==> src/rtl/lbs_pkg.sv <==
// Shared types and constants for the link bring-up sequencer.
// No dependencies; used by lbs_ctrl, lbs_datapath and the top level.
`timescale 1ns / 1ps

package lbs_pkg;

    // highest metadata port sent during the meta phase
    localparam logic [6:0] PORT_MAX = 7'd31;

    localparam int IN_W  = 24;
    localparam int OUT_W = 48;

    // link phases
    localparam logic [2:0] PH_DISC = 3'd0;
    localparam logic [2:0] PH_NEG  = 3'd1;
    localparam logic [2:0] PH_TS1  = 3'd2;
    localparam logic [2:0] PH_TS2  = 3'd3;
    localparam logic [2:0] PH_META = 3'd4;
    localparam logic [2:0] PH_CONN = 3'd5;

    // event codes
    localparam logic [3:0] ACT_DISCONNECT = 4'd0;
    localparam logic [3:0] ACT_CONNECT    = 4'd1;
    localparam logic [3:0] ACT_RESET_REQ  = 4'd2;
    localparam logic [3:0] ACT_TIMEOUT    = 4'd3;
    localparam logic [3:0] ACT_TICK       = 4'd4;
    localparam logic [3:0] ACT_NEG_DONE   = 4'd5;
    localparam logic [3:0] ACT_TS_DONE    = 4'd6;
    localparam logic [3:0] ACT_META_RSP   = 4'd7;
    localparam logic [3:0] ACT_RESET      = 4'd8;

    // frame kinds
    localparam logic [1:0] FK_NONE = 2'd0;
    localparam logic [1:0] FK_NEG  = 2'd1;
    localparam logic [1:0] FK_TS   = 2'd2;
    localparam logic [1:0] FK_META = 2'd3;

    // timer commands
    localparam logic [1:0] CMD_KEEP   = 2'd0;
    localparam logic [1:0] CMD_CANCEL = 2'd1;
    localparam logic [1:0] CMD_ARM    = 2'd2;

    localparam logic [11:0] TMO_DISC_MS = 12'd2500;
    localparam logic [11:0] TMO_LINK_MS = 12'd1000;

    localparam logic [13:0] TCK_NEG_MS   = 14'd50;
    localparam logic [13:0] TCK_RETRY_MS = 14'd2;
    localparam logic [13:0] TCK_META_MS  = 14'd1;
    localparam logic [13:0] TCK_SYNC_MS  = 14'd10000;
    localparam logic [13:0] TCK_SLOW_MS  = 14'd1000;

    // controller -> datapath
    typedef struct packed {
        logic       capture;
        logic       load_frame;
        logic [1:0] frame_kind;
        logic       load_final;
    } t_dp_cmd;

    // datapath -> controller
    typedef struct packed {
        logic [3:0] action;
        logic [2:0] phase;
        logic       server_mode;
        logic       credit_zero;
        logic       ports_done;
        logic       slot_free;
    } t_dp_stat;

endpackage

==> src/rtl/lbs_ctrl.sv <==
// Controller state machine of the link bring-up sequencer.
// Depends on lbs_pkg; drives lbs_datapath through t_dp_cmd.
`timescale 1ns / 1ps

module lbs_ctrl (
    input  logic              i_clk,
    input  logic              i_rst_n,
    input  logic              i_req_valid,
    output logic              o_req_ready,
    input  lbs_pkg::t_dp_stat i_stat,
    output lbs_pkg::t_dp_cmd  o_cmd
);
    import lbs_pkg::*;

    typedef enum logic [2:0] {
        S_IDLE,
        S_DECIDE,
        S_BURST,
        S_FRAME,
        S_FINAL
    } t_state;

    t_state     r_state, n_state;
    logic [1:0] r_kind, n_kind;

    always_comb begin
        n_state = r_state;
        n_kind  = r_kind;
        o_cmd   = '0;
        o_req_ready = 1'b0;
        case (r_state)
            S_IDLE: begin
                o_req_ready = 1'b1;
                if (i_req_valid) begin
                    o_cmd.capture = 1'b1;
                    n_state = S_DECIDE;
                end
            end
            S_DECIDE: begin
                n_state = S_FINAL;
                if (i_stat.action == ACT_TICK) begin
                    if (i_stat.phase == PH_META) begin
                        if (!i_stat.server_mode) n_state = S_BURST;
                    end else if (i_stat.phase == PH_NEG) begin
                        if (!i_stat.credit_zero) begin
                            n_kind  = FK_NEG;
                            n_state = S_FRAME;
                        end
                    end else if ((i_stat.phase == PH_TS1 || i_stat.phase == PH_TS2 ||
                                  i_stat.phase == PH_CONN) &&
                                 !i_stat.server_mode && !i_stat.credit_zero) begin
                        n_kind  = FK_TS;
                        n_state = S_FRAME;
                    end
                end
            end
            S_BURST: begin
                // one metadata record per free output slot until ports or credit run out
                if (i_stat.ports_done || i_stat.credit_zero) begin
                    n_state = S_FINAL;
                end else if (i_stat.slot_free) begin
                    o_cmd.load_frame = 1'b1;
                    o_cmd.frame_kind = FK_META;
                end
            end
            S_FRAME: begin
                if (i_stat.slot_free) begin
                    o_cmd.load_frame = 1'b1;
                    o_cmd.frame_kind = r_kind;
                    n_state = S_FINAL;
                end
            end
            S_FINAL: begin
                if (i_stat.slot_free) begin
                    o_cmd.load_final = 1'b1;
                    n_state = S_IDLE;
                end
            end
            default: n_state = S_IDLE;
        endcase
    end

    always_ff @(posedge i_clk) begin
        if (!i_rst_n) begin
            r_state <= S_IDLE;
            r_kind  <= FK_NONE;
        end else begin
            r_state <= n_state;
            r_kind  <= n_kind;
        end
    end

endmodule

==> src/rtl/lbs_datapath.sv <==
// Datapath of the link bring-up sequencer: event latch, link state, credit
// counter, final-result decode and the output register. Depends on lbs_pkg.
`timescale 1ns / 1ps

module lbs_datapath (
    input  logic                        i_clk,
    input  logic                        i_rst_n,
    input  logic                        i_cfg_wr_en,
    input  logic                        i_cfg_wr_data,
    input  logic [lbs_pkg::IN_W-1:0]    i_req_data,
    input  lbs_pkg::t_dp_cmd            i_cmd,
    output lbs_pkg::t_dp_stat           o_stat,
    output logic                        o_out_valid,
    input  logic                        i_out_ready,
    output logic [lbs_pkg::OUT_W-1:0]   o_out_data,
    output logic                        o_out_last
);
    import lbs_pkg::*;

    logic              r_server_mode;
    logic [2:0]        r_phase;
    logic [6:0]        r_next_port;
    logic [3:0]        r_action;
    logic [5:0]        r_credit;
    logic              r_had_credit;
    logic [7:0]        r_meta_port;
    logic              r_out_valid;
    logic [OUT_W-1:0]  r_out_data;
    logic              r_out_last;

    logic              slot_free;
    logic [2:0]        n_phase;
    logic [6:0]        n_port;
    logic [6:0]        rsp_port;
    logic              enter;
    logic [2:0]        tgt;
    logic [1:0]        tmo_cmd;
    logic [11:0]       tmo_ms;
    logic [1:0]        tck_cmd;
    logic [13:0]       tck_ms;
    logic              rep_flag;
    logic              rst_flag;
    logic [OUT_W-1:0]  final_data;
    logic [OUT_W-1:0]  frame_data;
    logic [5:0]        frame_port;

    assign slot_free = !r_out_valid || i_out_ready;

    assign o_stat.action      = r_action;
    assign o_stat.phase       = r_phase;
    assign o_stat.server_mode = r_server_mode;
    assign o_stat.credit_zero = (r_credit == 6'd0);
    assign o_stat.ports_done  = (r_next_port > PORT_MAX);
    assign o_stat.slot_free   = slot_free;

    // net effect of the event on phase, timers and flags
    always_comb begin
        n_phase  = r_phase;
        n_port   = r_next_port;
        enter    = 1'b0;
        tgt      = PH_DISC;
        tmo_cmd  = CMD_KEEP;
        tmo_ms   = '0;
        tck_cmd  = CMD_KEEP;
        tck_ms   = '0;
        rep_flag = 1'b0;
        rst_flag = 1'b0;
        rsp_port = r_next_port;
        if ({1'b0, r_next_port} <= r_meta_port) rsp_port = r_meta_port[6:0] + 7'd1;

        case (r_action)
            ACT_DISCONNECT, ACT_RESET: begin
                enter = 1'b1;
                tgt   = PH_DISC;
            end
            ACT_CONNECT: begin
                if (r_phase == PH_DISC) begin
                    enter = 1'b1;
                    tgt   = PH_NEG;
                end
            end
            ACT_RESET_REQ: begin
                if (r_phase != PH_DISC && r_phase != PH_NEG) begin
                    enter = 1'b1;
                    tgt   = PH_DISC;
                end
            end
            ACT_TIMEOUT: begin
                if (r_phase == PH_DISC) begin
                    tmo_cmd  = CMD_ARM;
                    tmo_ms   = TMO_DISC_MS;
                    rst_flag = 1'b1;
                end else begin
                    enter = 1'b1;
                    tgt   = PH_DISC;
                end
            end
            ACT_TICK: begin
                case (r_phase)
                    PH_META: begin
                        if (!r_server_mode) begin
                            if (r_next_port > PORT_MAX) begin
                                enter = 1'b1;
                                tgt   = PH_CONN;
                            end else begin
                                tck_cmd = CMD_ARM;
                                tck_ms  = TCK_META_MS;
                            end
                        end
                    end
                    PH_NEG: begin
                        if (!r_had_credit) begin
                            tck_cmd = CMD_ARM;
                            tck_ms  = TCK_RETRY_MS;
                        end
                    end
                    PH_TS1, PH_TS2: begin
                        tck_cmd = r_server_mode ? CMD_CANCEL : CMD_ARM;
                        if (!r_server_mode) tck_ms = r_had_credit ? TCK_NEG_MS : TCK_RETRY_MS;
                    end
                    PH_CONN: begin
                        tck_cmd = r_server_mode ? CMD_CANCEL : CMD_ARM;
                        if (!r_server_mode) tck_ms = r_had_credit ? TCK_SYNC_MS : TCK_SLOW_MS;
                    end
                    default: ;
                endcase
            end
            ACT_NEG_DONE: begin
                if (r_phase == PH_NEG) begin
                    enter = 1'b1;
                    tgt   = r_server_mode ? PH_META : PH_TS1;
                end
            end
            ACT_TS_DONE: begin
                if (r_phase == PH_TS1) begin
                    enter = 1'b1;
                    tgt   = PH_TS2;
                end else if (r_phase == PH_TS2) begin
                    enter = 1'b1;
                    tgt   = PH_META;
                end
            end
            ACT_META_RSP: begin
                if (r_phase == PH_META && r_meta_port <= {1'b0, PORT_MAX}) begin
                    n_port = rsp_port;
                    if (rsp_port > PORT_MAX) begin
                        enter = 1'b1;
                        tgt   = PH_CONN;
                    end
                end
            end
            default: ;
        endcase

        // phase entry overrides what the event set before it
        if (enter) begin
            n_phase = tgt;
            case (tgt)
                PH_DISC: begin
                    tmo_cmd  = CMD_ARM;
                    tmo_ms   = TMO_DISC_MS;
                    tck_cmd  = CMD_CANCEL;
                    tck_ms   = '0;
                    rep_flag = 1'b1;
                    rst_flag = 1'b1;
                end
                PH_NEG: begin
                    tmo_cmd = CMD_ARM;
                    tmo_ms  = TMO_LINK_MS;
                    if (r_server_mode) begin
                        tck_cmd = CMD_ARM;
                        tck_ms  = TCK_NEG_MS;
                    end
                end
                PH_TS1, PH_TS2: begin
                    tmo_cmd = CMD_ARM;
                    tmo_ms  = TMO_LINK_MS;
                    tck_cmd = r_server_mode ? CMD_CANCEL : CMD_ARM;
                    tck_ms  = r_server_mode ? 14'd0 : TCK_RETRY_MS;
                end
                PH_META: begin
                    tmo_cmd = CMD_ARM;
                    tmo_ms  = TMO_LINK_MS;
                    tck_cmd = CMD_ARM;
                    tck_ms  = TCK_META_MS;
                    n_port  = '0;
                end
                default: begin
                    tmo_cmd  = CMD_CANCEL;
                    tmo_ms   = '0;
                    tck_cmd  = r_server_mode ? CMD_CANCEL : CMD_ARM;
                    tck_ms   = r_server_mode ? 14'd0 : TCK_META_MS;
                    rep_flag = 1'b1;
                end
            endcase
        end
    end

    assign final_data = {5'd0, rst_flag, rep_flag, tck_ms, tck_cmd, tmo_ms, tmo_cmd,
                         n_phase, 6'd0, FK_NONE};
    assign frame_port = (i_cmd.frame_kind == FK_META) ? r_next_port[5:0] : 6'd0;
    assign frame_data = {40'd0, frame_port, i_cmd.frame_kind};

    always_ff @(posedge i_clk) begin
        if (!i_rst_n) begin
            r_server_mode <= 1'b0;
            r_phase       <= PH_DISC;
            r_next_port   <= '0;
            r_out_valid   <= 1'b0;
        end else begin
            if (i_cfg_wr_en) r_server_mode <= i_cfg_wr_data;
            if (i_cmd.load_frame && i_cmd.frame_kind == FK_META)
                r_next_port <= r_next_port + 7'd1;
            if (i_cmd.load_final) begin
                r_phase     <= n_phase;
                r_next_port <= n_port;
            end
            if (i_cmd.load_frame || i_cmd.load_final) r_out_valid <= 1'b1;
            else if (i_out_ready) r_out_valid <= 1'b0;
        end
    end

    always_ff @(posedge i_clk) begin
        if (i_cmd.capture) begin
            r_action     <= i_req_data[3:0];
            r_credit     <= i_req_data[9:4];
            r_had_credit <= |i_req_data[9:4];
            r_meta_port  <= i_req_data[17:10];
        end else if (i_cmd.load_frame) begin
            r_credit <= r_credit - 6'd1;
        end
        if (i_cmd.load_frame) begin
            r_out_data <= frame_data;
            r_out_last <= 1'b0;
        end else if (i_cmd.load_final) begin
            r_out_data <= final_data;
            r_out_last <= 1'b1;
        end
    end

    assign o_out_valid = r_out_valid;
    assign o_out_data  = r_out_data;
    assign o_out_last  = r_out_last;

    a_one_load: assert property (@(posedge i_clk) disable iff (!i_rst_n)
        !(i_cmd.load_frame && i_cmd.load_final))
        else $error("frame and final loaded together");

    a_no_overwrite: assert property (@(posedge i_clk) disable iff (!i_rst_n)
        (r_out_valid && !i_out_ready) |-> !(i_cmd.load_frame || i_cmd.load_final))
        else $error("pending result overwritten");

    a_record_legal: assert property (@(posedge i_clk) disable iff (!i_rst_n)
        (i_cmd.load_frame && i_cmd.frame_kind == FK_META) |->
            (r_credit != 6'd0 && r_next_port <= PORT_MAX && r_phase == PH_META))
        else $error("metadata record without credit or past last port");

    a_phase_range: assert property (@(posedge i_clk) disable iff (!i_rst_n)
        r_phase <= PH_CONN)
        else $error("link phase out of range");

    a_phase_commit: assert property (@(posedge i_clk) disable iff (!i_rst_n)
        (!i_cmd.load_final && !i_cfg_wr_en) |=> $stable(r_phase))
        else $error("phase changed outside final result");

endmodule

==> src/rtl/link_bringup_sequencer.sv <==
// Top level of the link bring-up sequencer: stream ports and config register.
// Depends on lbs_pkg, lbs_ctrl and lbs_datapath.
`timescale 1ns / 1ps

// Link bring-up controller for one endpoint. Each accepted request is one event;
// the block answers with zero or more frame results and then one final result
// (tlast high) carrying the new link state, timer commands and flags. An event
// sends no frame, one negotiate or timesync request, or, for a tick in the meta
// phase of a client, N metadata records (N may be 0, at most PORT_MAX + 1). The
// controller emits one result per cycle through the single output register
// while the master side takes them, holds while that register is still full,
// and ends the burst in a state that emits nothing. A new request is taken
// while the final result of the previous one still waits on the master side.
// server_mode is written through i_cfg_wr_en / i_cfg_wr_data; the user must write
// it only while no event is in progress, the block itself does not enforce this.
module link_bringup_sequencer (
    input  logic        i_clk,
    input  logic        i_rst_n,
    input  logic        i_cfg_wr_en,
    input  logic        i_cfg_wr_data,
    input  logic        i_s_axis_tvalid,
    output logic        o_s_axis_tready,
    // [3:0] action, [9:4] tx_credit, [17:10] meta_port, [23:18] zero
    input  logic [23:0] i_s_axis_tdata,
    output logic        o_m_axis_tvalid,
    input  logic        i_m_axis_tready,
    // [1:0] frame_kind, [7:2] frame_port, [10:8] link_state, [12:11] timeout_cmd,
    // [24:13] timeout delay, [26:25] tick_cmd, [40:27] tick_ms, [41] state_report,
    // [42] link_reset, [47:43] zero
    output logic [47:0] o_m_axis_tdata,
    output logic        o_m_axis_tlast
);
    import lbs_pkg::*;

    t_dp_cmd  cmd;
    t_dp_stat stat;

    lbs_ctrl u_ctrl (
        .i_clk       (i_clk),
        .i_rst_n     (i_rst_n),
        .i_req_valid (i_s_axis_tvalid),
        .o_req_ready (o_s_axis_tready),
        .i_stat      (stat),
        .o_cmd       (cmd)
    );

    lbs_datapath u_dp (
        .i_clk         (i_clk),
        .i_rst_n       (i_rst_n),
        .i_cfg_wr_en   (i_cfg_wr_en),
        .i_cfg_wr_data (i_cfg_wr_data),
        .i_req_data    (i_s_axis_tdata),
        .i_cmd         (cmd),
        .o_stat        (stat),
        .o_out_valid   (o_m_axis_tvalid),
        .i_out_ready   (i_m_axis_tready),
        .o_out_data    (o_m_axis_tdata),
        .o_out_last    (o_m_axis_tlast)
    );

endmodule

==> config.mk <==
export PLATFORM = sky130hd
export DESIGN_NAME = link_bringup_sequencer
export DESIGN_NICKNAME = d
export VERILOG_FILES = /design/src/rtl/lbs_pkg.sv /design/src/rtl/lbs_ctrl.sv /design/src/rtl/lbs_datapath.sv /design/src/rtl/link_bringup_sequencer.sv
export SDC_FILE = /design/constraint.sdc
export NUM_CORES = 1
export LEC_CHECK = 0
export ABC_AREA = 1
export BUFFER_PORTS_ARGS = -buffer_cell sky130_fd_sc_hd__buf_2
export CORE_ASPECT_RATIO = 1.1
export CORE_MARGIN = 1
export CORE_UTILIZATION = 59
export CTS_CLUSTER_SIZE = 28
export DETAILED_ROUTE_END_ITERATION = 10
export GPL_ROUTABILITY_DRIVEN = 0
export MAX_ROUTING_LAYER = met4
export PLACE_DENSITY = 0.86
export RECOVER_POWER = 25
export SLEW_MARGIN = 25
export SYNTH_ARGS = -nofsm -noshare
export SYNTH_HDL_FRONTEND = slang
export SYNTH_SLANG_ARGS = --single-unit
==> constraint.sdc <==
create_clock -name i_clk -period 5.8 [get_ports i_clk]
set_input_delay 0.58 -clock i_clk [delete_from_list [all_inputs] [get_ports i_clk]]
set_output_delay 0.58 -clock i_clk [all_outputs]
set_load 0.02 [all_outputs]
* Yosys cells after proc, flatten, opt, wreduce, memory -nomap -nowiden
Cells that the tools add are included.
** Word-level totals
- Bits of input ports :: 30
- Output and inout port bits :: 51
- Logic and storage cells :: 178
- Flip-flop bits (word level) :: 80
** Cells by class
- Multiplexer cells :: 96
- Reduce and logical (&&, ||, !) cells :: 33
- Add/subtract/negate cells :: 3
- Bitwise logic cells :: 1
- Equal/unequal tests :: 28
- Magnitude comparators :: 4
** Operators with widths (count)
- $pmux W14 S4 :: 2
- $mux W14 :: 7
- $mux W3 :: 22
- $mux W7 :: 7
- $mux W12 :: 3
- $mux W2 :: 16
- $pmux W3 S5 :: 2
- $mux W1 :: 26
- $mux W6 :: 4
- $pmux W12 S2 :: 1
- $eq A3 B2 Y1 const B :: 6
- $eq A4 B3 Y1 const B :: 4
- $mux W8 :: 2
- $add A7 B1 Y7 const B :: 2
- $gt A7 B5 Y1 const B :: 2
- $eq A3 B3 Y1 const B :: 4
- $pmux W2 S3 :: 2
- $reduce_bool A2 Y1 :: 5
- $eq A3 B1 Y1 const B :: 3
- $logic_not A3 Y1 :: 3
- $eq A4 B2 Y1 const B :: 2
- $le A7 B8 Y1 :: 1
- $le A8 B5 Y1 const B :: 1
- $pmux W1 S8 :: 1
- other kinds (22) :: 37

* Longest topological paths before layout
Gate-level depths: netlist of the first run.
- Depth after elaboration :: 10
- Mapped depth :: 19
- Mapped depth without buffers :: 19

* By module
Synthesis of the first run repeated with hierarchy kept, for this count alone.
** Unflattened totals
- Cell total of the unflattened synthesis :: 496
- Area, all modules :: 3726.1 sq um
** By module, submodules not included
- lbs_datapath :: seq. area each 1431.4 sq um, cells each 427, area each 3331.9 sq um, instances 1
- lbs_ctrl :: seq. area each 100.1 sq um, cells each 69, area each 394.1 sq um, instances 1

* Worst setup path before layout of the first run
OpenSTA, ideal clock, no wires.
- Path kind :: flip-flop to flip-flop
- From :: register u_ctrl.r_state[0]
- To :: register u_dp.r_credit[0] (data pin)
- Clock period less this slack :: 2059 ps
- Path slack :: 3741 ps
- Data required time :: 5513 ps
- Buffers on the path :: 1
- Data arrival time :: 1772 ps
- Library setup time :: 287 ps
- Stages on the path, launching flop included :: 8
- Cells stage by stage :: dfxtp_1 > nor2_1 > inv_1 > nor2_1 > nand2_1 > inv_1 > clkbuf_1 > o21ai_0
** RTL lines
- start: declaration :: line lbs_ctrl.sv:23 : t_state r_state, n_state;
- start signal: assignment :: line lbs_ctrl.sv:88 : r_state <= n_state;
- end signal: assignment :: line lbs_datapath.sv:226 : r_credit <= i_req_data[9:4];
- end signal: assignment :: line lbs_datapath.sv:230 : r_credit <= r_credit - 6'd1;
- end: declaration :: line lbs_datapath.sv:24 : logic [5:0] r_credit;

* Worst setup path after layout of the first run
- From :: register u_dp.r_out_valid (netlist: u_dp.o_out_valid)
- To :: register u_dp.r_out_valid (netlist: u_dp.o_out_valid)
** On the way
- Word-level cells in the longest chain between the ends :: 7
- Elaborated cells between the ends (all ways) :: 11
- Those cells by class :: 7 x mux; 4 x reduce/logical
** Ends and longest elaborated chain
- start: declaration :: line lbs_datapath.sv:27 : logic r_out_valid;
- start signal: assignment :: line lbs_datapath.sv:209 : r_out_valid <= 1'b0;
- start signal: assignment :: line lbs_datapath.sv:218 : if (i_cmd.load_frame || i_cmd.load_final) r_out_valid <= 1'b1;
- start signal: assignment :: line lbs_datapath.sv:219 : else if (i_out_ready) r_out_valid <= 1'b0;
- $logic_not A1 Y1 (*) :: line lbs_datapath.sv:47 : assign slot_free = !r_out_valid || i_out_ready;
- $logic_or A1 B1 Y1 (*) :: line lbs_datapath.sv:47
- $mux W3 :: line lbs_ctrl.sv:61 : end else if (i_stat.slot_free) begin
- $mux W3 :: line lbs_ctrl.sv:59 : if (i_stat.ports_done || i_stat.credit_zero) begin
- $pmux W3 S2 :: line lbs_ctrl.sv:31 : case (r_state)
- $logic_or A1 B1 Y1 (*) :: line lbs_datapath.sv:218
- $mux W1 / $reduce_bool A2 Y1 (equally long branches)
Every way passes the cells marked *; elsewhere a longest branch is shown, timed or not.
A chain may end at the register's enable or synchronous reset.

==> results by group, run 1 <==
Status
  • Status: finished, final reports clean

Worst setup path
  • CP Capture Type: flop
  • Worst Path Arrival: roughly 2700 ps
  • Crit Path Category: flop to flop
  • WP data required: roughly 6100 ps
  • CP Launch Type: flop
  • Crit-path max FO: 18
  • R2R cell count: 9

Detailed routing
  • Via-per-instance ratio: roughly 5.2
  • Routed vias: about 3200
  • WL per Instance: around 12 um
  • Router iterations before antenna repair: 7
  • 1st-iter DRT viols: 286
  • Post-route ant nets: 0
  • Drt total wl: roughly 7300 um
  • # DRC: 0

Timing
  • Fin. Hold Viols: 0
  • Final setup violation count: 0
  • Measured slew at the worst slew-check pin: around 690 ps
  • Final Skew: 8.91 ps
  • Final Worst Setup Slack: 3320 ps
  • Setup_tns: 0 ps
  • Fin. max-slew vios: 0
  • Final hold slack: between 400 and 500 ps
  • Fin crit share: 42.8%
  • Relative slew margins: a little over half
  • RSZ-0062 raised after global routing: no
  • Max frequency: between 0.4 and 0.5 GHz
  • Period minus WS final: approximately 2500 ps

Clocking
  • Clock tree buffer depth: 2
  • Post-CTS Setup Repair Bufs: 0
  • Hold buffer count at cts: 0
  • Worst skew pair latency: approximately 350 ps
  • Clock root cell: clkbuf_8
  • CTS resizes: 0
  • Sink Count: between 60 and 70
  • CTS tree: yes
  • Htree depth: 3
  • Clock-pin slew on the worst setup and hold paths: 70 ps
  • Cts bufs inserted: 9

Logic synthesis
  • Area leader, netlist: edfxtp_1
  • Syn_area_per_cell: approximately 7.7 um^2
  • Post-Synth Simple-Gate Area: a little over a quarter
  • XOR/XNOR Fraction of Synth Area: under 10%
  • Combinational family with the most area after synthesis: simple AND/OR/NAND/NOR gates
  • Mux cell area share after synthesis: 0%
  • Largest cells by area after synthesis: edfxtp_1, dfxtp_1, nand2_1
  • #FFs+latches synth: 64
  • Synth top area share: between 20% and 30%
  • Adder-cell area share of the yosys netlist: around 3.8%
  • Synth cell types: 44
  • Seq/Total Area, Yosys: between 40% and 50%
  • Synth async-reset ratio: 0%
  • Post-synth EDFFs: 27
  • Cells after synthesis: approximately 470
  • Mapped cell area: around 3700 um^2
  • Synthesis Warnings: 0
  • Primary FF master, synth: dfxtp_1
  • Synthesized-area fraction occupied by ao, oa, aoi and oai cells: 13.1%

Global route
  • Total track usage: 25.3%
  • First-pass GRT wire length: around 13000 um
  • Grt total ovfl: 0
  • Vias in the first global route: ~2900
  • Initial antenna violation count: 0
  • Pin count of the biggest net entering global routing: 24

Pwr
  • Sequential group share of total power: between 40% and 50%
  • Leakage: around 2 nW
  • IR drop worst, VDD: ~0.18 mV
  • Total power: roughly 1.1 mW
  • PwrDens: around 270 nW/um^2
  • Comb power frac: roughly a fifth
  • Internal power: just under 800 uW
  • Switching share of power: between 30% and 40%
  • Clk pwr share: 30.6%
  • Switch Pwr: approximately 340 uW

Finish
  • Diodes inserted: 0
  • Layout cells sized above 1: between 15 and 20%
  • Final Util: slightly below 70%
  • Fillers: a little over 500
  • Final-stage net count: 571
  • Area growth, synth to finish: 11.2%

Floorplan
  • Core area: between 5000 and 6000 um^2
  • Initial Utilization: around 62%
  • IO Count: approximately 80
  • Die area: about 6500 um^2
  • Die width: roughly 77 um
  • Die Y: between 80 and 90 um
  • FP Rows: 29

Placed design
  • Detailed placement HPWL: 5550 um
  • Pre-CTS setup slack: around 3000 ps
  • I/O Buffers: 62

Min path
  • WHS Path Cells: 1
  • Worst Hold Class: input port to flop

Job
  • Max Cap Viol: 0
[worst max-delay path, cell delays in order, from the launching register on]
cell     delay (ps)
dfxtp_1         330
inv_1            40
nor2_1          240
inv_1           170
nand2_1         550
inv_2           320
nor2_4          360
inv_2           160
o21ai_1         150
inv_1            50
[cell usage after synthesis, types with 3 or more instances]
library cell and instances:
a31oi_1 3, o21ai_0 27, clkbuf_1 4, xnor2_1 5
nor3_1 7, nor2_2 4, inv_1 57, xor2_1 6
nand4_1 4, buf_4 21, edfxtp_1 27, inv_2 8
o211ai_1 5, nand3_1 24, dfxtp_1 37, o21ai_1 6
nand2_1 117, a21oi_1 23, nand3_2 3, nor2_1 46
ha_1 11
[layer usage]
metal  vias up  track usage [%]  share of wire (%)
met3        11             4.24                7.4
met2       142             40.2                 47
met5         -                -                  0
li1       1625                -                  -
met1      1424             30.4                 44
met4         0             13.7                2.0
[kinds of logic after synthesis]
| group | after synthesis |
|---|---|
| flip-flops | 64 |
| other | 1 |
| buffers and inverters | 92 |
| XOR/XNOR | 11 |
| AO/OA/AOI/OAI | 78 |
| adder cells (fa/ha/maj) | 11 |
| AND/OR/NAND/NOR | 216 |
[layout make-up]
class / instances / area [um^2] / area share, %
inverter: 65 / 244 / 5.99
sequential: 64 / 1550 / 38.1
clock inverter: 3 / 16.3 / 0.399
clock buffer: 13 / 159 / 3.90
tap: 77 / 96.3 / 2.36
timing repair buffer: 62 / 288 / 7.06
multi-input combinational: 328 / 1720 / 42.2
[stage by stage]
step / cell area, um^2 / instances
global route: 4080 / 612
finish: 4080 / 612
global placement: 3920 / 596
detailed placement: 3920 / 596
floorplan: 3700 / 484
CTS: 4100 / 612
[placed cells by master (no fill, tap or decap), drive strengths merged]
| master | netlist | layout |
|---|---|---|
| inv | 65 | 66 |
| clkbuf | 4 | 31 |
| o211ai | 5 | 5 |
| conb | 1 | 12 |
| nor2 | 52 | 52 |
| a22o | 1 | 1 |
| a2111oi | 1 | 1 |
| o31ai | 1 | 1 |
| a22oi | 2 | 2 |
| nand3b | 4 | 4 |
| clkinv | 0 | 2 |
| edfxtp | 27 | 27 |
| o32ai | 1 | 1 |
| o21a | 1 | 1 |
| dfxtp | 37 | 37 |
| nor3 | 9 | 9 |
| o21ai | 36 | 36 |
| o21bai | 1 | 1 |
| a21boi | 1 | 1 |
| a31oi | 3 | 3 |
| xnor2 | 5 | 5 |
| nand2 | 119 | 119 |
| nor4 | 1 | 1 |
| a21oi | 24 | 24 |
| a211oi | 1 | 1 |
| ha | 11 | 11 |
| nand3 | 27 | 27 |
| buf | 23 | 44 |
| nand4 | 4 | 4 |
| xor2 | 6 | 6 |
[power groups by stage]
stage	clock network, mW	registers (mW)	logic, mW
after global placement	0	0.557	0.218
after floorplan	0	0.593	0.141
after detailed placement	0	0.559	0.224
after CTS	0.345	0.549	0.225
final	0.339	0.550	0.218
after global routing	0.361	0.557	0.244
[final timing paths]
kind                                                       start                               end  slack (ps)
worst max-delay path               u_dp.o_out_valid$_SDFFE_PN0P_     u_dp.o_out_valid$_SDFFE_PN0P_        3320
worst min-delay path                           i_s_axis_tdata[2]        u_dp.r_action[2]$_DFFE_PP_         410
worst max register to register     u_dp.o_out_valid$_SDFFE_PN0P_     u_dp.o_out_valid$_SDFFE_PN0P_        3320
worst min register to register  u_dp.o_out_data[12]$_SDFFE_PP0P_  u_dp.o_out_data[12]$_SDFFE_PP0P_         450
[sequential cells by signal, summed over array words and instances, names as in the netlist]
signal,flops
u_dp.r_next_port,7
u_dp.r_server_mode,1
u_dp.o_out_valid,1
u_dp.r_phase,3
u_dp.r_meta_port,8
u_dp.r_action,4
u_ctrl.r_state,3
u_dp.r_had_credit,1
u_dp.o_out_last,1
u_dp.r_credit,6
u_ctrl.r_kind,2
u_dp.o_out_data,27
Power figures use the tool's default switching activity.
==> inputs of run 2 (changes only) <==
--- a/config.mk
+++ b/config.mk
@@ -5,16 +5,16 @@
 export SDC_FILE = /design/constraint.sdc
 export NUM_CORES = 1
 export LEC_CHECK = 0
-export ABC_AREA = 1
+export ABC_AREA = 0
 export BUFFER_PORTS_ARGS = -buffer_cell sky130_fd_sc_hd__buf_2
 export CORE_ASPECT_RATIO = 1.1
 export CORE_MARGIN = 1
-export CORE_UTILIZATION = 59
+export CORE_UTILIZATION = 49
 export CTS_CLUSTER_SIZE = 28
 export DETAILED_ROUTE_END_ITERATION = 10
 export GPL_ROUTABILITY_DRIVEN = 0
 export MAX_ROUTING_LAYER = met4
-export PLACE_DENSITY = 0.86
+export PLACE_DENSITY = 0.76
 export RECOVER_POWER = 25
 export SLEW_MARGIN = 25
 export SYNTH_ARGS = -nofsm -noshare
==> constraint.sdc (replaced) <==
create_clock -name i_clk -period 2 [get_ports i_clk]
set_input_delay 0.2 -clock i_clk [delete_from_list [all_inputs] [get_ports i_clk]]
set_output_delay 0.2 -clock i_clk [all_outputs]
set_load 0.02 [all_outputs]
==> results by group, run 2 <==
Worst setup path
  • Crit-path max FO: 5
  • CP Capture Type: flop
  • CP cell instances: buf_4, nor2_1, nand2_1, o32ai_4, mux2i_4, buf_6, a211o_1, and4_1, a21oi_1
  • R2R cell count: 9
  • Worst R2R Setup Slack: -380 ps
  • CP Launch Type: flop
  • Slowest stage cell, crit path: o32ai_4
  • Crit Path Category: flop to flop
  • CP max stage delay: slightly above 400 ps
  • Worst r2r src: u_dp.r_phase[1]$_SDFFE_PN0P_
  • Worst Path Arrival: between 2000 and 3000 ps
  • WP data required: 2300 ps
  • Worst reg2reg endpoint: u_dp.o_out_data[26]$_SDFFE_PP0P_

Clocking
  • Htree depth: 3
  • Sink Count: 64
  • Cts bufs inserted: 9
  • Clock root cell: clkbuf_8
  • Worst skew pair latency: about 360 ps
  • Clock-pin slew on the worst setup and hold paths: 70 ps
  • CTS tree: yes
  • Clock tree buffer depth: 2

Pwr
  • Comb power frac: 23.5%
  • PwrDens: 694 nW/um^2
  • Switch Pwr: 1.11 mW
  • Switching share of power: between 30% and 40%
  • Internal power: ~2.5 mW
  • IR drop worst, VDD: between 0.5 and 0.6 mV
  • Clk pwr share: 31.7%
  • Sequential group share of total power: between 40% and 50%
  • Leakage: approximately 2.2 nW

Logic synthesis
  • Area leader, netlist: edfxtp_1
  • Synth cell types: 59
  • Syn_area_per_cell: 8.79 um^2
  • Post-synth top cells: nor2_1, nand2_1, dfxtp_1
  • Post-synth EDFFs: 27
  • Most frequent cell after synthesis: nor2_1
  • Largest cells by area after synthesis: edfxtp_1, dfxtp_1, buf_4
  • Synthesis Warnings: 0
  • Synth top area share: 22.5%
  • Synth async-reset ratio: 0%
  • Mapped cell area: 3600 um^2
  • Primary FF master, synth: dfxtp_1
  • Seq/Total Area, Yosys: 43.1%
  • Cells after synthesis: 410
  • #FFs+latches synth: 64

Finish
  • Most common cell after layout, fill and taps aside: buf_4
  • Commonest cells after routing, fill and taps aside: buf_4, buf_2, nand2_1, dfxtp_1, nor2_1
  • Register area: between 1500 and 2000 um^2
  • Multi-input gate area: 2120 um^2
  • Diodes inserted: 0
  • Fillers: a little under 500
  • Final-stage net count: 598
  • Max reg flops: 27
  • Layout cells sized above 1: roughly 43%
  • Area growth, synth to finish: 44.1%

Timing
  • Final Worst Setup Slack: -382 ps
  • Fin. max-slew vios: 0
  • Fin. Hold Viols: 0
  • Final setup violation count: 46
  • Setup_tns: -8170 ps
  • RSZ-0062 raised after global routing: yes
  • Period minus WS final: between 2000 and 2500 ps
  • Max frequency: ~0.42 GHz
  • Final Skew: 8.80 ps
  • Fin crit share: 119%

Floorplan
  • Die area: a little under 8000 um^2
  • FP Rows: 32
  • IO Count: 81
  • Die Y: roughly 92 um
  • Core area: 7050 um^2
  • Initial Utilization: around half
  • Die width: approximately 84 um

Global route
  • Total track usage: between 20% and 30%
  • Initial antenna violation count: 0
  • Vias in the first global route: about 3400
  • Grt total ovfl: 0
  • Pin count of the biggest net entering global routing: 21
  • First-pass GRT wire length: approximately 16000 um

Min path
  • WHS Path Cells: 1
  • Worst Hold Class: input port to flop
  • Min-delay src: i_s_axis_tdata[0]
  • Worst Hold End: u_dp.r_action[0]$_DFFE_PP_

Detailed routing
  • # DRC: 0
  • 1st-iter DRT viols: 360
  • Post-route ant nets: 0
  • WL per Instance: around 17 um
  • Router iterations before antenna repair: 5
  • Via-per-instance ratio: 5.82
  • Routed vias: about 3800
  • Drt total wl: 11000 um

Status
  • Violations in the final reports: negative setup slack
  • Status: complete, but fails checks

Placed design
  • I/O Buffers: 62
  • Detailed placement HPWL: approximately 6800 um
  • Pre-CTS setup slack: -316 ps

Job
  • Max Cap Viol: 0
## run 2: cell count changes in the layout (fill, tap and decap cells not counted), sizes merged, moves of 10 or more
cell	delta
nor2	-12
buf	+112
inv	-51
nand2	-81
nand3	-10
and2	+11
## run 2: how the worst max path moves through the flow
stage | from | to
global route | u_dp.r_phase[1]$_SDFFE_PN0P_ | u_dp.o_out_data[26]$_SDFFE_PP0P_
floorplan | u_dp.r_meta_port[1]$_DFFE_PP_ | u_dp.o_out_data[41]$_SDFFE_PP0P_
global placement | u_dp.r_meta_port[5]$_DFFE_PP_ | u_dp.o_out_data[41]$_SDFFE_PP0P_
CTS | u_dp.r_meta_port[1]$_DFFE_PP_ | u_dp.r_phase[1]$_SDFFE_PN0P_
detailed placement | u_dp.r_meta_port[5]$_DFFE_PP_ | u_dp.r_phase[1]$_SDFFE_PN0P_
finish | u_dp.r_phase[1]$_SDFFE_PN0P_ | u_dp.o_out_data[26]$_SDFFE_PP0P_
## run 2: cells by family (layout without fill, tap and decap cells)
kind of cell / after synthesis / after routing / share of synthesized area, %
fa+ha+maj: 11 / 11 / 3.82
mux: 7 / 7 / 2.15
xor+xnor: 8 / 8 / 1.95
simple gates: 159 / 159 / 22.5
other cells: 1 / 12 / 0.104
buf+inv: 55 / 196 / 8.30
compound gates: 105 / 105 / 18.1
flops: 64 / 64 / 43.1
## run 2: critical path: cells and delay by family, from the launching register on
family                 cells  cell delay, ps
AO/OA/AOI/OAI              3             800
AND/OR/NAND/NOR            3             690
flip-flops                 1             360
buffers and inverters      2             310
multiplexers               1             150
## run 2: routing by layer
layer / routed length, um / part of all wire, % / track usage [%]
met1: 4210 / 38 / 32.3
met2: 5250 / 48 / 42.2
met3: 977 / 8.9 / 4.95
met4: 565 / 5.1 / 13.4
met5: 0 / 0 / -
## run 2: stage by stage
stage	hold slack (ps)	instance area, um^2	total power, mW	utilization, %	cells
after floorplan	299	3670	2.15	-	421
after global placement	377	4410	2.38	62.6	605
after detailed placement	379	4410	2.40	62.6	605
after CTS	11.6	4890	3.56	69.4	637
after global routing	7.66	5190	3.73	73.7	647
final	11.0	5190	3.60	73.7	647
## run 2: what timing repair did
action / CTS / global route
setup endpoints to repair: 43 / 46
hold buffers: 0 / 0
buffers inserted: 17 / 13
pin swaps: 14 / 28
gates resized for setup: 41 / 59
## run 2: power groups by stage
stage               sequential (mW)  clock, mW  combinational (mW)
global placement               1.63          0               0.752
floorplan                      1.75          0               0.401
global route                   1.63       1.19               0.910
CTS                            1.61       1.14               0.806
detailed placement             1.64          0               0.767
finish                         1.61       1.14               0.847
## run 2: final cells by class
type                       count  area share [%]
clock buffer                  15            3.81
clock inverter                 1           0.121
inverter                      16            1.23
multi-input combinational    302            40.8
sequential                    64            30.0
tap                           85            2.05
timing repair buffer         164            22.0
